--- src/sv/dhc_pkg.sv ---
// ----------------------------------------------------------------------------
// dhc_pkg
// Shared types, constants and color math for the heat map colorizer.
// ----------------------------------------------------------------------------
package dhc_pkg;

  // Default sizing of the block
  localparam int DEF_MAX_SEGMENTS  = 16;
  localparam int DEF_MAX_ROW_WIDTH = 4096;

  // Queue depths between the parts
  localparam int MID_DEPTH = 2;
  localparam int OUT_DEPTH = 2;

  // Configuration register indexes
  localparam int IDX_W = 2;
  localparam logic [IDX_W-1:0] REG_SEG_COUNT  = 2'd0;
  localparam logic [IDX_W-1:0] REG_ACTIVE_SEG = 2'd1;
  localparam logic [IDX_W-1:0] REG_ROW_WIDTH  = 2'd2;

  // Register widths
  localparam int SEG_COUNT_W  = 5;
  localparam int ACTIVE_SEG_W = 4;
  localparam int ROW_WIDTH_W  = 13;
  localparam int CFG_DATA_W   = 13;

  // Sample and color constants
  localparam int SAMPLE_W = 16;
  localparam logic [16:0] FULL_SCALE = 17'h0FFFF;
  localparam logic [5:0]  RB_MAX     = 6'h1F;
  localparam logic [5:0]  G_MAX      = 6'h3F;
  localparam int GRAD_LEN = 8;

  // Gradient endpoint bits, bit i is entry i:
  // black, red, yellow, green, cyan, blue, blue, white
  localparam logic [GRAD_LEN-1:0] GRAD_R = 8'b1000_0110;
  localparam logic [GRAD_LEN-1:0] GRAD_G = 8'b1001_1100;
  localparam logic [GRAD_LEN-1:0] GRAD_B = 8'b1111_0000;

  // Request from the front part to the back part
  typedef struct packed {
    logic [SAMPLE_W-1:0] sample;
    logic                row_end;
  } mid_item_t;

  // Finished pixel
  typedef struct packed {
    logic [15:0] pixel_color;
    logic        row_end;
  } out_item_t;

  // Gradient position after the first color stage
  typedef struct packed {
    logic [2:0]  idx;
    logic [15:0] rem;
    logic        row_end;
  } grad_pos_t;

  // One channel: blend endpoint bits a, b by rem / 65535 at full scale m
  function automatic logic [5:0] blend_chan(input logic a, input logic b,
                                            input logic [15:0] rem,
                                            input logic [5:0] m);
    logic [21:0] prod;
    logic [16:0] part;
    logic        wrap;
    logic [16:0] left;
    logic [5:0]  flo;
    logic [5:0]  cei;
    logic [5:0]  res;
    // rem*m / 65535 via 65536 = 65535 + 1, one correction step
    prod = 22'(rem) * 22'(m);
    part = 17'(prod[21:16]) + 17'(prod[15:0]);
    wrap = (part >= FULL_SCALE);
    left = wrap ? (part - FULL_SCALE) : part;
    flo  = prod[21:16] + 6'(wrap);
    cei  = flo + 6'(left != 17'd0);
    case ({a, b})
      2'b00:   res = 6'd0;
      2'b01:   res = flo;
      2'b10:   res = m - cei;
      default: res = m;
    endcase
    return res;
  endfunction

  // RGB565 color from gradient index and remainder
  function automatic logic [15:0] heat_color(input logic [2:0] idx,
                                             input logic [15:0] rem);
    logic [2:0] hi;
    logic [5:0] r;
    logic [5:0] g;
    logic [5:0] b;
    hi = (idx == 3'd7) ? 3'd7 : idx + 3'd1;
    r  = blend_chan(GRAD_R[idx], GRAD_R[hi], rem, RB_MAX);
    g  = blend_chan(GRAD_G[idx], GRAD_G[hi], rem, G_MAX);
    b  = blend_chan(GRAD_B[idx], GRAD_B[hi], rem, RB_MAX);
    return {r[4:0], g, b[4:0]};
  endfunction

endpackage

--- src/sv/dhc_fifo.sv ---
// ----------------------------------------------------------------------------
// dhc_fifo
// Small register queue with full and empty flags taken from a fill count.
// ----------------------------------------------------------------------------
module dhc_fifo #(
  parameter int WIDTH = 8,
  parameter int DEPTH = 2
) (
  input  logic             clk,
  input  logic             rst,
  input  logic             push,
  input  logic [WIDTH-1:0] wdata,
  output logic             full,
  input  logic             pop,
  output logic [WIDTH-1:0] rdata,
  output logic             empty
);

  localparam int AW = (DEPTH > 1) ? $clog2(DEPTH) : 1;
  localparam int CW = $clog2(DEPTH + 1);

  logic [WIDTH-1:0] mem [DEPTH];
  logic [AW-1:0]    wr_ptr;
  logic [AW-1:0]    rd_ptr;
  logic [CW-1:0]    count;
  logic             do_wr;
  logic             do_rd;

  assign full  = (count == CW'(DEPTH));
  assign empty = (count == '0);
  assign do_wr = push && !full;
  assign do_rd = pop && !empty;
  assign rdata = mem[rd_ptr];

  // storage
  always_ff @(posedge clk) begin
    if (do_wr) begin
      mem[wr_ptr] <= wdata;
    end
  end

  // pointers and fill count
  always_ff @(posedge clk) begin
    if (rst) begin
      wr_ptr <= '0;
      rd_ptr <= '0;
      count  <= '0;
    end else begin
      if (do_wr) begin
        wr_ptr <= (wr_ptr == AW'(DEPTH - 1)) ? '0 : wr_ptr + 1'b1;
      end
      if (do_rd) begin
        rd_ptr <= (rd_ptr == AW'(DEPTH - 1)) ? '0 : rd_ptr + 1'b1;
      end
      if (do_wr && !do_rd) begin
        count <= count + 1'b1;
      end else if (do_rd && !do_wr) begin
        count <= count - 1'b1;
      end
    end
  end

endmodule

--- src/sv/dhc_front.sv ---
// ----------------------------------------------------------------------------
// dhc_front
// Configuration registers, segment phase and column tracking; forwards kept
// samples with their row end flag.
// ----------------------------------------------------------------------------
module dhc_front #(
  parameter int MAX_SEGMENTS  = dhc_pkg::DEF_MAX_SEGMENTS,
  parameter int MAX_ROW_WIDTH = dhc_pkg::DEF_MAX_ROW_WIDTH
) (
  input  logic                           clk,
  input  logic                           rst,
  input  logic                           push,
  input  logic [dhc_pkg::SAMPLE_W-1:0]   sample,
  input  logic                           q_full,
  input  logic                           wr_en,
  input  logic [dhc_pkg::IDX_W-1:0]      wr_index,
  input  logic [dhc_pkg::CFG_DATA_W-1:0] wr_data,
  output logic                           q_push,
  output dhc_pkg::mid_item_t             q_item
);

  localparam int PW   = (MAX_SEGMENTS > 1) ? $clog2(MAX_SEGMENTS) : 1;
  localparam int COLW = (MAX_ROW_WIDTH > 1) ? $clog2(MAX_ROW_WIDTH) : 1;
  localparam int SCW  = ((PW > dhc_pkg::SEG_COUNT_W) ? PW : dhc_pkg::SEG_COUNT_W) + 1;
  localparam int RCW  = ((COLW > dhc_pkg::ROW_WIDTH_W) ? COLW : dhc_pkg::ROW_WIDTH_W) + 1;

  logic [dhc_pkg::SEG_COUNT_W-1:0]  seg_count;
  logic [dhc_pkg::ACTIVE_SEG_W-1:0] active_seg;
  logic [dhc_pkg::ROW_WIDTH_W-1:0]  row_width;
  logic [PW-1:0]                    phase;
  logic [COLW-1:0]                  column;

  logic [dhc_pkg::SEG_COUNT_W-1:0]  count_eff;
  logic [dhc_pkg::ROW_WIDTH_W-1:0]  width_eff;
  logic                             accept;
  logic                             keep;
  logic                             last;
  logic                             phase_wrap;

  // configuration writes
  always_ff @(posedge clk) begin
    if (rst) begin
      seg_count  <= dhc_pkg::SEG_COUNT_W'(1);
      active_seg <= '0;
      row_width  <= dhc_pkg::ROW_WIDTH_W'(1);
    end else if (wr_en) begin
      case (wr_index)
        dhc_pkg::REG_SEG_COUNT:  seg_count  <= wr_data[dhc_pkg::SEG_COUNT_W-1:0];
        dhc_pkg::REG_ACTIVE_SEG: active_seg <= wr_data[dhc_pkg::ACTIVE_SEG_W-1:0];
        dhc_pkg::REG_ROW_WIDTH:  row_width  <= wr_data;
        default: ;
      endcase
    end
  end

  // effective count and width after saturation; zero width acts as one
  always_comb begin
    if (32'(seg_count) > MAX_SEGMENTS) begin
      count_eff = dhc_pkg::SEG_COUNT_W'(MAX_SEGMENTS);
    end else begin
      count_eff = seg_count;
    end
    if (row_width == '0) begin
      width_eff = dhc_pkg::ROW_WIDTH_W'(1);
    end else if (32'(row_width) > MAX_ROW_WIDTH) begin
      width_eff = dhc_pkg::ROW_WIDTH_W'(MAX_ROW_WIDTH);
    end else begin
      width_eff = row_width;
    end
  end

  // classify the request
  assign accept     = push && !q_full;
  assign keep       = (count_eff != '0) && (SCW'(active_seg) < SCW'(count_eff)) &&
                      (SCW'(phase) == SCW'(active_seg));
  assign last       = (RCW'(column) + RCW'(1)) >= RCW'(width_eff);
  assign phase_wrap = (count_eff == '0) || ((SCW'(phase) + SCW'(1)) >= SCW'(count_eff));

  assign q_push         = accept && keep;
  assign q_item.sample  = sample;
  assign q_item.row_end = last;

  // phase and column counters
  always_ff @(posedge clk) begin
    if (rst) begin
      phase  <= '0;
      column <= '0;
    end else if (accept) begin
      phase <= phase_wrap ? '0 : phase + 1'b1;
      if (keep) begin
        column <= last ? '0 : column + 1'b1;
      end
    end
  end

endmodule

--- src/sv/dhc_back.sv ---
// ----------------------------------------------------------------------------
// dhc_back
// Two-step colorizer: gradient index and remainder, then RGB565 blend.
// ----------------------------------------------------------------------------
module dhc_back (
  input  logic               clk,
  input  logic               rst,
  input  logic               q_empty,
  input  dhc_pkg::mid_item_t q_item,
  output logic               q_pop,
  input  logic               o_full,
  output logic               o_push,
  output dhc_pkg::out_item_t o_item
);

  logic               s1_vld;
  dhc_pkg::grad_pos_t s1;
  dhc_pkg::grad_pos_t s1_next;
  logic               s1_go;
  logic [18:0]        scaled;
  logic [16:0]        part;
  logic               wrap;

  // sample*7 split into index and remainder of 65535
  always_comb begin
    scaled          = {q_item.sample, 3'b000} - 19'(q_item.sample);
    part            = 17'(scaled[18:16]) + 17'(scaled[15:0]);
    wrap            = (part >= dhc_pkg::FULL_SCALE);
    s1_next.idx     = scaled[18:16] + 3'(wrap);
    s1_next.rem     = wrap ? 16'(part - dhc_pkg::FULL_SCALE) : part[15:0];
    s1_next.row_end = q_item.row_end;
  end

  // stage handshake
  assign s1_go = s1_vld && !o_full;
  assign q_pop = !q_empty && (!s1_vld || s1_go);

  always_ff @(posedge clk) begin
    if (rst) begin
      s1_vld <= 1'b0;
    end else if (q_pop) begin
      s1_vld <= 1'b1;
    end else if (s1_go) begin
      s1_vld <= 1'b0;
    end
  end

  always_ff @(posedge clk) begin
    if (q_pop) begin
      s1 <= s1_next;
    end
  end

  // blend step into the result queue
  assign o_push             = s1_go;
  assign o_item.pixel_color = dhc_pkg::heat_color(s1.idx, s1.rem);
  assign o_item.row_end     = s1.row_end;

endmodule

--- src/sv/deinterlace_heatmap_colorizer.sv ---
// ----------------------------------------------------------------------------
// deinterlace_heatmap_colorizer
// Keeps one segment of an interleaved 16-bit sample stream and turns each
// kept sample into an RGB565 heat map pixel with a row end flag.
// ----------------------------------------------------------------------------
// Usage:
//   Input queue: drive sample and push; a request is taken when push is high
//   and full is low. Every taken sample steps the segment phase; only samples
//   in the active segment produce a pixel.
//   Result queue: while empty is low, pixel_color and row_end show the oldest
//   pixel; pop takes it.
//   Configuration: wr_en, wr_index and wr_data write segment_count (0),
//   active_segment (1) and row_width (2); write only while idle.
// Timing:
//   One sample per clock sustained while pop keeps the result queue drained. A
//   kept sample is registered in the front queue, the index stage, then the result queue.
// Reset (rst, synchronous): registers return to count 1, segment 0, width 1;
//   phase and column clear; both queues empty.
// Stall: when pop is held low the result queue fills, the index stage holds,
//   then the front queue fills and full rises; nothing is dropped.
// ----------------------------------------------------------------------------
module deinterlace_heatmap_colorizer #(
  parameter int MAX_SEGMENTS  = dhc_pkg::DEF_MAX_SEGMENTS,
  parameter int MAX_ROW_WIDTH = dhc_pkg::DEF_MAX_ROW_WIDTH
) (
  input  logic                           clk,
  input  logic                           rst,
  input  logic                           push,
  output logic                           full,
  input  logic [dhc_pkg::SAMPLE_W-1:0]   sample,
  output logic                           empty,
  input  logic                           pop,
  output logic [15:0]                    pixel_color,
  output logic                           row_end,
  input  logic                           wr_en,
  input  logic [dhc_pkg::IDX_W-1:0]      wr_index,
  input  logic [dhc_pkg::CFG_DATA_W-1:0] wr_data
);

  logic               mid_push;
  dhc_pkg::mid_item_t mid_wr;
  dhc_pkg::mid_item_t mid_rd;
  logic               mid_full;
  logic               mid_empty;
  logic               mid_pop;
  logic               out_push;
  dhc_pkg::out_item_t out_wr;
  dhc_pkg::out_item_t out_rd;
  logic               out_full;

  assign full        = mid_full;
  assign pixel_color = out_rd.pixel_color;
  assign row_end     = out_rd.row_end;

  // front: config, phase filter, column tracking
  dhc_front #(
    .MAX_SEGMENTS  (MAX_SEGMENTS),
    .MAX_ROW_WIDTH (MAX_ROW_WIDTH)
  ) u_front (
    .clk      (clk),
    .rst      (rst),
    .push     (push),
    .sample   (sample),
    .q_full   (mid_full),
    .wr_en    (wr_en),
    .wr_index (wr_index),
    .wr_data  (wr_data),
    .q_push   (mid_push),
    .q_item   (mid_wr)
  );

  // queue between front and back
  dhc_fifo #(
    .WIDTH ($bits(dhc_pkg::mid_item_t)),
    .DEPTH (dhc_pkg::MID_DEPTH)
  ) u_mid_q (
    .clk   (clk),
    .rst   (rst),
    .push  (mid_push),
    .wdata (mid_wr),
    .full  (mid_full),
    .pop   (mid_pop),
    .rdata (mid_rd),
    .empty (mid_empty)
  );

  // back: color computation
  dhc_back u_back (
    .clk     (clk),
    .rst     (rst),
    .q_empty (mid_empty),
    .q_item  (mid_rd),
    .q_pop   (mid_pop),
    .o_full  (out_full),
    .o_push  (out_push),
    .o_item  (out_wr)
  );

  // result queue
  dhc_fifo #(
    .WIDTH ($bits(dhc_pkg::out_item_t)),
    .DEPTH (dhc_pkg::OUT_DEPTH)
  ) u_out_q (
    .clk   (clk),
    .rst   (rst),
    .push  (out_push),
    .wdata (out_wr),
    .full  (out_full),
    .pop   (pop),
    .rdata (out_rd),
    .empty (empty)
  );

endmodule

--- config.mk ---
export PLATFORM = sky130hd
export DESIGN_NAME = deinterlace_heatmap_colorizer
export DESIGN_NICKNAME = d
export VERILOG_FILES = /design/src/sv/dhc_pkg.sv /design/src/sv/dhc_fifo.sv /design/src/sv/dhc_front.sv /design/src/sv/dhc_back.sv /design/src/sv/deinterlace_heatmap_colorizer.sv
export SDC_FILE = /design/constraint.sdc
export NUM_CORES = 1
export LEC_CHECK = 0
export ABC_AREA = 0
export BUFFER_PORTS_ARGS = -buffer_cell sky130_fd_sc_hd__buf_2
export CAP_MARGIN = 10
export CORE_ASPECT_RATIO = 1.2
export CORE_UTILIZATION = 33
export DETAILED_ROUTE_END_ITERATION = 16
export GPL_TIMING_DRIVEN = 0
export PLACE_DENSITY = 0.51
export SYNTH_ARGS = -nofsm -noshare
export SYNTH_HDL_FRONTEND = slang
export SYNTH_SLANG_ARGS = --single-unit
--- constraint.sdc ---
create_clock -name clk -period 26.5 [get_ports clk]
set_input_delay 5.3 -clock clk [delete_from_list [all_inputs] [get_ports clk]]
set_output_delay 5.3 -clock clk [all_outputs]
set_load 0.005 [all_outputs]
* After elaboration in Yosys (flattened, before gate mapping) *
Memories as Yosys holds them, arrays and structs flattened. A register that Yosys moved wholly into a read port is not among the register bits.
Cells that the tools add are included.

word-level totals
  register bits = 67
  memory bits (writable) = 68
  ROM bits = 48
  output and inout port bits = 19
  logic and storage cells = 156
  memories kept = 8

memory list
  memory            words  bits a word  read ports  clocked after Yosys merged registers in  wr ports  line            RTL
  u_mid_q.mem       2      17           1           1                                        1         dhc_fifo.sv:22  logic [WIDTH-1:0] mem [DEPTH];
  u_out_q.mem       2      17           1           1                                        1         dhc_fifo.sv:22
  (name not given)  8      1            1           1                                        0         dhc_pkg.sv:95   g = blend_chan(GRAD_G[idx], GRAD_G[hi], rem, G_MAX);
  (name not given)  8      1            1           0                                        0         dhc_pkg.sv:95
  (name not given)  8      1            1           1                                        0         dhc_pkg.sv:96   b = blend_chan(GRAD_B[idx], GRAD_B[hi], rem, RB_MAX);
  (name not given)  8      1            1           0                                        0         dhc_pkg.sv:96
  +2 memories       -      -            -           -                                        -         -

operators by class
  add/sub/neg operators = 27
  $mul = 2
  $lt $le $gt $ge = 10
  eq/ne operators = 12
  multiplexer cells = 39
  reductions and logical operators = 43

operator list
  kind                                                                                   count
  17-bit by 16-bit greater-or-equal comparator with 1-bit output, second input constant  3
  17-bit 2-to-1 mux                                                                      2
  17-bit nonzero test                                                                    2
  17-bit by 16-bit subtractor with 17-bit output, second input constant                  2
  5-bit one-hot mux with 3 select lines                                                  2
  13-bit 2-to-1 mux                                                                      2
  16-bit by 6-bit multiplier with 22-bit output, second input constant                   1
  16-bit by 5-bit multiplier with 21-bit output, second input constant                   1
  1-bit 2-to-1 mux                                                                       20
  19-bit by 16-bit subtractor with 19-bit output                                         1
  6-bit one-hot mux with 3 select lines                                                  1
  3-bit by 16-bit adder with 17-bit output                                               1
  5-bit by 16-bit adder with 17-bit output                                               1
  6-bit by 16-bit adder with 17-bit output                                               1
  16-bit 2-to-1 mux                                                                      1
  16-bit subtractor, second input constant                                               1
  14-bit by 13-bit greater-or-equal comparator with 1-bit output                         1
  1-bit logical AND                                                                      14
  12-bit by 1-bit adder with 13-bit output, second input constant                        1
  13-bit > comparator, second input constant                                             1
  13-bit zero test                                                                       1
  12-bit by 1-bit adder with 12-bit output, second input constant                        1
  6-bit by 1-bit adder with 6-bit output                                                 2
  2-bit equality test, second input constant                                             6
  other kinds (29)                                                                       64

* Logic depth before layout (Yosys ltp) *
  depth in word-level cells = 11
  gate-level depth with buffers = 40

* Hierarchy *
From an unflattened synthesis, not the netlist that was laid out.

unflattened totals
  cells, all modules = 1536
  area, all modules = 14137.3 um^2

by module, submodules not included
  module     instances  cells an instance  area each (um^2)  seq. area each (um^2)
  dhc_back   1          1070               8720.9            680.7
  dhc_fifo   2          78                 1442.6            1121.1
  dhc_front  1          310                2531.2            760.7

* Least setup slack after synthesis *
OpenSTA, ideal clock, no wires.

  kind = reg-to-reg
  from = register u_back.s1[6] in the netlist's numbering
  to = memory u_out_q.mem[0][10] in the netlist's numbering, data pin
  library setup time = 265 ps
  data arrival time = 8806 ps
  path slack = 17430 ps
  stages on the path, launching flop included = 37
  period minus slack after synthesis = 9070 ps
  path through = edfxtp_1 > inv_1 > fa_1 > inv_1 > fa_1 > inv_1 > fa_1 > inv_1 > ha_1 > clkbuf_1 > a21o_1 > a211o_1 > o221ai_1 > a21oi_1 > nor2_1 > o211ai_1 > xor2_1 > ha_1 > clkbuf_1 > a21oi_1 > and2_1 > clkbuf_1 > o2111ai_1 > and3_1 > or3b_1 > o41ai_1 > o21ai_2 > nor4_1 > ha_1 > or3b_2 > or4b_1 > a32oi_1 > nand4_1 > ha_1 > nand3_1 > nor3_1 > o32a_1

RTL lines
  item                    line            RTL
  start, declared         dhc_back.sv:17  dhc_pkg::grad_pos_t s1;
  start signal, assigned  dhc_back.sv:50  s1 <= s1_next;
  end, declared           dhc_fifo.sv:22

==> results.txt <==
Outcome - completed
Initial antenna violation count - 0
Inserted Diodes - 0
Number of flops mapped to enable cells by yosys - 88
Slowest CP cell - o311ai_2
Wire per inst - 15.42 microns
Warnings from Yosys - 0
CP startpoint - u_back.s1[8]$_DFFE_PP_
Placer Congestion - 0.8769
Reg2reg setup slack - 15.92 ns
Core Box Area - 42070 sq um
CTS tree - built
Post-synth top cells - inv_1, nand2_1, nor2_1, ha_1, a21oi_1
Main flop type after synthesis - edfxtp_1
Clk Latency, worst-skew pair - 0.44 ns
Worst Setup EP - u_out_q.mem[1][10]$_DFFE_PP_
Count leader, synth - inv_1
Vias - 11270
TritonRoute pass-1 iters - 5
Die width - 191.2 microns
First-pass GRT wire length - 56.29 mm
Post-CTS Hold Buffers - 0
Main combinational cell family by area after synthesis - adder cells
Final Hold Vio Count - 0
Synth Area in Compound Gates - 0.1743
Layout Skew - 0.01151 ns
Vias in the first global route - 11430
Hold Crit Depth - 2
Cell Area, Synth - 14170 sq um
Tmin final - 10.58 ns
Flops & latches, synth - 140
DR DRC count - 0
Post_cts resized - 0
Syn_area_per_cell - 9.077 sq um
Simple-gate share of the synthesized area - 0.1904
Netlist cell types - 111
Post-Synth Adder-Cell Area - 0.2036
Worst-margin pin slew - 0.9835 ns
Final Max Tran Viols - 0
Mux cell area share after synthesis - 0.04256
Crit. End Element - flip-flop
Starting DRC count in detailed routing - 570
Fmax - 0.09454 GHz
Global Route Usage Sum - 0.1602
Crit Reg-Reg Endpoint - u_out_q.mem[1][10]$_DFFE_PP_
Die Area - 43770 sq um
Routed wire length - 33.82 mm
# rows - 82
Fin nets - 1858
Top cell type's share of synthesized area - 0.1865
Synth area leaders - edfxtp_1, ha_1, fa_1
Via density per instance - 5.139
Number of I/O pins - 55
RSZ-0062 raised after global routing - no
Worst-case clock buffer depth - 2
Relative slew slack - 0.3429
Syn_nets - 1785
Starting Density - 0.3369
Die Ht - 229.0 microns
Total grt overflow - 0
Async SR Flop Fraction - 0
Critical path type - flip-flop to flip-flop
Final setup TNS - 0 ns
Area leader, netlist - edfxtp_1
HP Class - flip-flop to flip-flop
Post-DP HPWL - 27.67 mm
Clock sink total - 140
Worst EP required - 26.68 ns
Port Buffers - 53
Share of layout cells above drive strength 1 - 0.1032
Syn Inst Count - 1561
CTS H-tree lvls - 4
R2R Path Start - u_back.s1[8]$_DFFE_PP_
Max-cap violations - 0
CTS buffer count - 17
Worst endpoint data arrival time - 10.76 ns
CTS Root Cell - clkbuf_16
Layout area overhead - 10.75%
# setup viols final - 0
Post-synthesis xor/xnor area fraction - 0.07638
Reg2Reg Depth - 36
Final ANT Viol Nets - 0
Period utilisation layout - 0.3992
CP Launch Type - flip-flop
Crit path max fanout - 10
Post-CTS setup buffer count - 0
Seq/Total Area, Yosys - 0.2600
Pin count of the biggest net entering global routing - 24
Critical path's largest stage delay - 0.59 ns
CTS clk-pin slew, worst paths - 0.06 ns
## worst min-delay path by stage
stage                                                   from                                 end  slack (ns)
after global routing       u_front.row_width[7]$_SDFFE_PP0P_   u_front.row_width[7]$_SDFFE_PP0P_        0.50
after floorplan                   u_back.o_item[0]$_DFFE_PP_         u_out_q.mem[0][0]$_DFFE_PP_        0.42
after global placement        u_front.column[1]$_SDFFE_PP0P_      u_front.column[1]$_SDFFE_PP0P_        0.46
after detailed placement  u_front.row_width[12]$_SDFFE_PP0P_  u_front.row_width[12]$_SDFFE_PP0P_        0.47
after CTS                 u_front.row_width[12]$_SDFFE_PP0P_  u_front.row_width[12]$_SDFFE_PP0P_        0.47
final                         u_front.column[1]$_SDFFE_PP0P_      u_front.column[1]$_SDFFE_PP0P_        0.47
## cells by family (layout without fill, tap and decap cells)
family / count (synthesis) / after routing
adder cells (fa/ha/maj): 188 / 188
XOR/XNOR: 122 / 122
buffers and inverters: 195 / 281
flip-flops: 140 / 140
multiplexers: 56 / 56
AND/OR/NAND/NOR: 505 / 505
AO/OA/AOI/OAI: 355 / 355
## through the flow
step / setup slack (ns) / hold WS [ns] / util / cells / instance area [sq um]
2_1_floorplan: 17.43 / 0.4215 / - / 1561 / 14170
3_3_place_gp: 16.06 / 0.4551 / 0.3594 / 2160 / 15120
3_5_place_dp: 15.94 / 0.4656 / 0.3596 / 2160 / 15130
4_1_cts: 15.91 / 0.4745 / 0.3728 / 2192 / 15680
5_1_grt: 15.05 / 0.4991 / 0.3731 / 2193 / 15690
6_report: 15.92 / 0.4681 / 0.3731 / 2193 / 15690
## sequential cells by signal, summed over array words and instances (netlist names), named ones only
signal / flops
u_mid_q.mem: 34
u_out_q.rd_ptr: 1
u_front.column: 12
u_out_q.wr_ptr: 1
u_back.s1_vld: 1
u_front.active_seg: 4
u_front.seg_count: 5
u_mid_q.rd_ptr: 1
u_out_q.count: 2
u_out_q.mem: 34
u_mid_q.count: 2
u_back.o_item: 1
u_back.s1: 19
u_front.phase: 4
u_mid_q.wr_ptr: 1
u_front.row_width: 13
## cell type report
class | instances | area (sq um)
buffer | 30 | 128.9
fill | 4336 | 26370
multi-input combinational | 1226 | 9746
timing repair buffer | 54 | 277.8
clock inverter | 15 | 128.9
clock buffer | 17 | 425.4
inverter | 165 | 619.3
sequential | 140 | 3684
tap | 546 | 683.2
## per-layer routing
metal / GRT usage / wire length, microns / up-vias
met5: 0 / 0 / -
met3: 0.01732 / 586 / 40
li1: - / - / 5729
met4: 0.05506 / 853 / 0
met2: 0.3013 / 17710 / 136
met1: 0.1845 / 14670 / 5364
## placed cells by master (no fill, tap or decap), types with 17 or more instances in the layout
master / synthesis / final
a21o_1: 23 / 23
a21oi_1: 112 / 112
and3_1: 19 / 19
buf_2: 1 / 54
clkbuf_1: 24 / 24
clkbuf_16: 0 / 17
dfxtp_1: 52 / 52
edfxtp_1: 88 / 88
fa_1: 71 / 71
ha_1: 117 / 117
inv_1: 165 / 165
mux2_2: 23 / 23
mux2i_1: 31 / 31
nand2_1: 120 / 120
nand2b_1: 29 / 29
nand3_1: 40 / 40
nand3b_1: 19 / 19
nand4_1: 21 / 21
nor2_1: 118 / 115
nor2b_1: 20 / 20
nor3_1: 31 / 31
o21a_1: 17 / 17
o21ai_0: 64 / 64
xnor2_1: 69 / 69
xor2_1: 52 / 52
## critical path, delay by kind of cell (launching register included)
| kind | cells | cell delay, ns |
|---|---|---|
| AOI/OAI and AO/OA | 10 | 2.77 |
| xor gates and xnor gates | 1 | 0.36 |
| adders and majority gates | 7 | 2.86 |
| buffers and inverters | 7 | 1.09 |
| DFF | 1 | 0.50 |
| and+or+nand+nor | 11 | 2.72 |
Power is not shown: default switching activity piles up to over one toggle a cycle in this logic, so the estimate is an artifact.
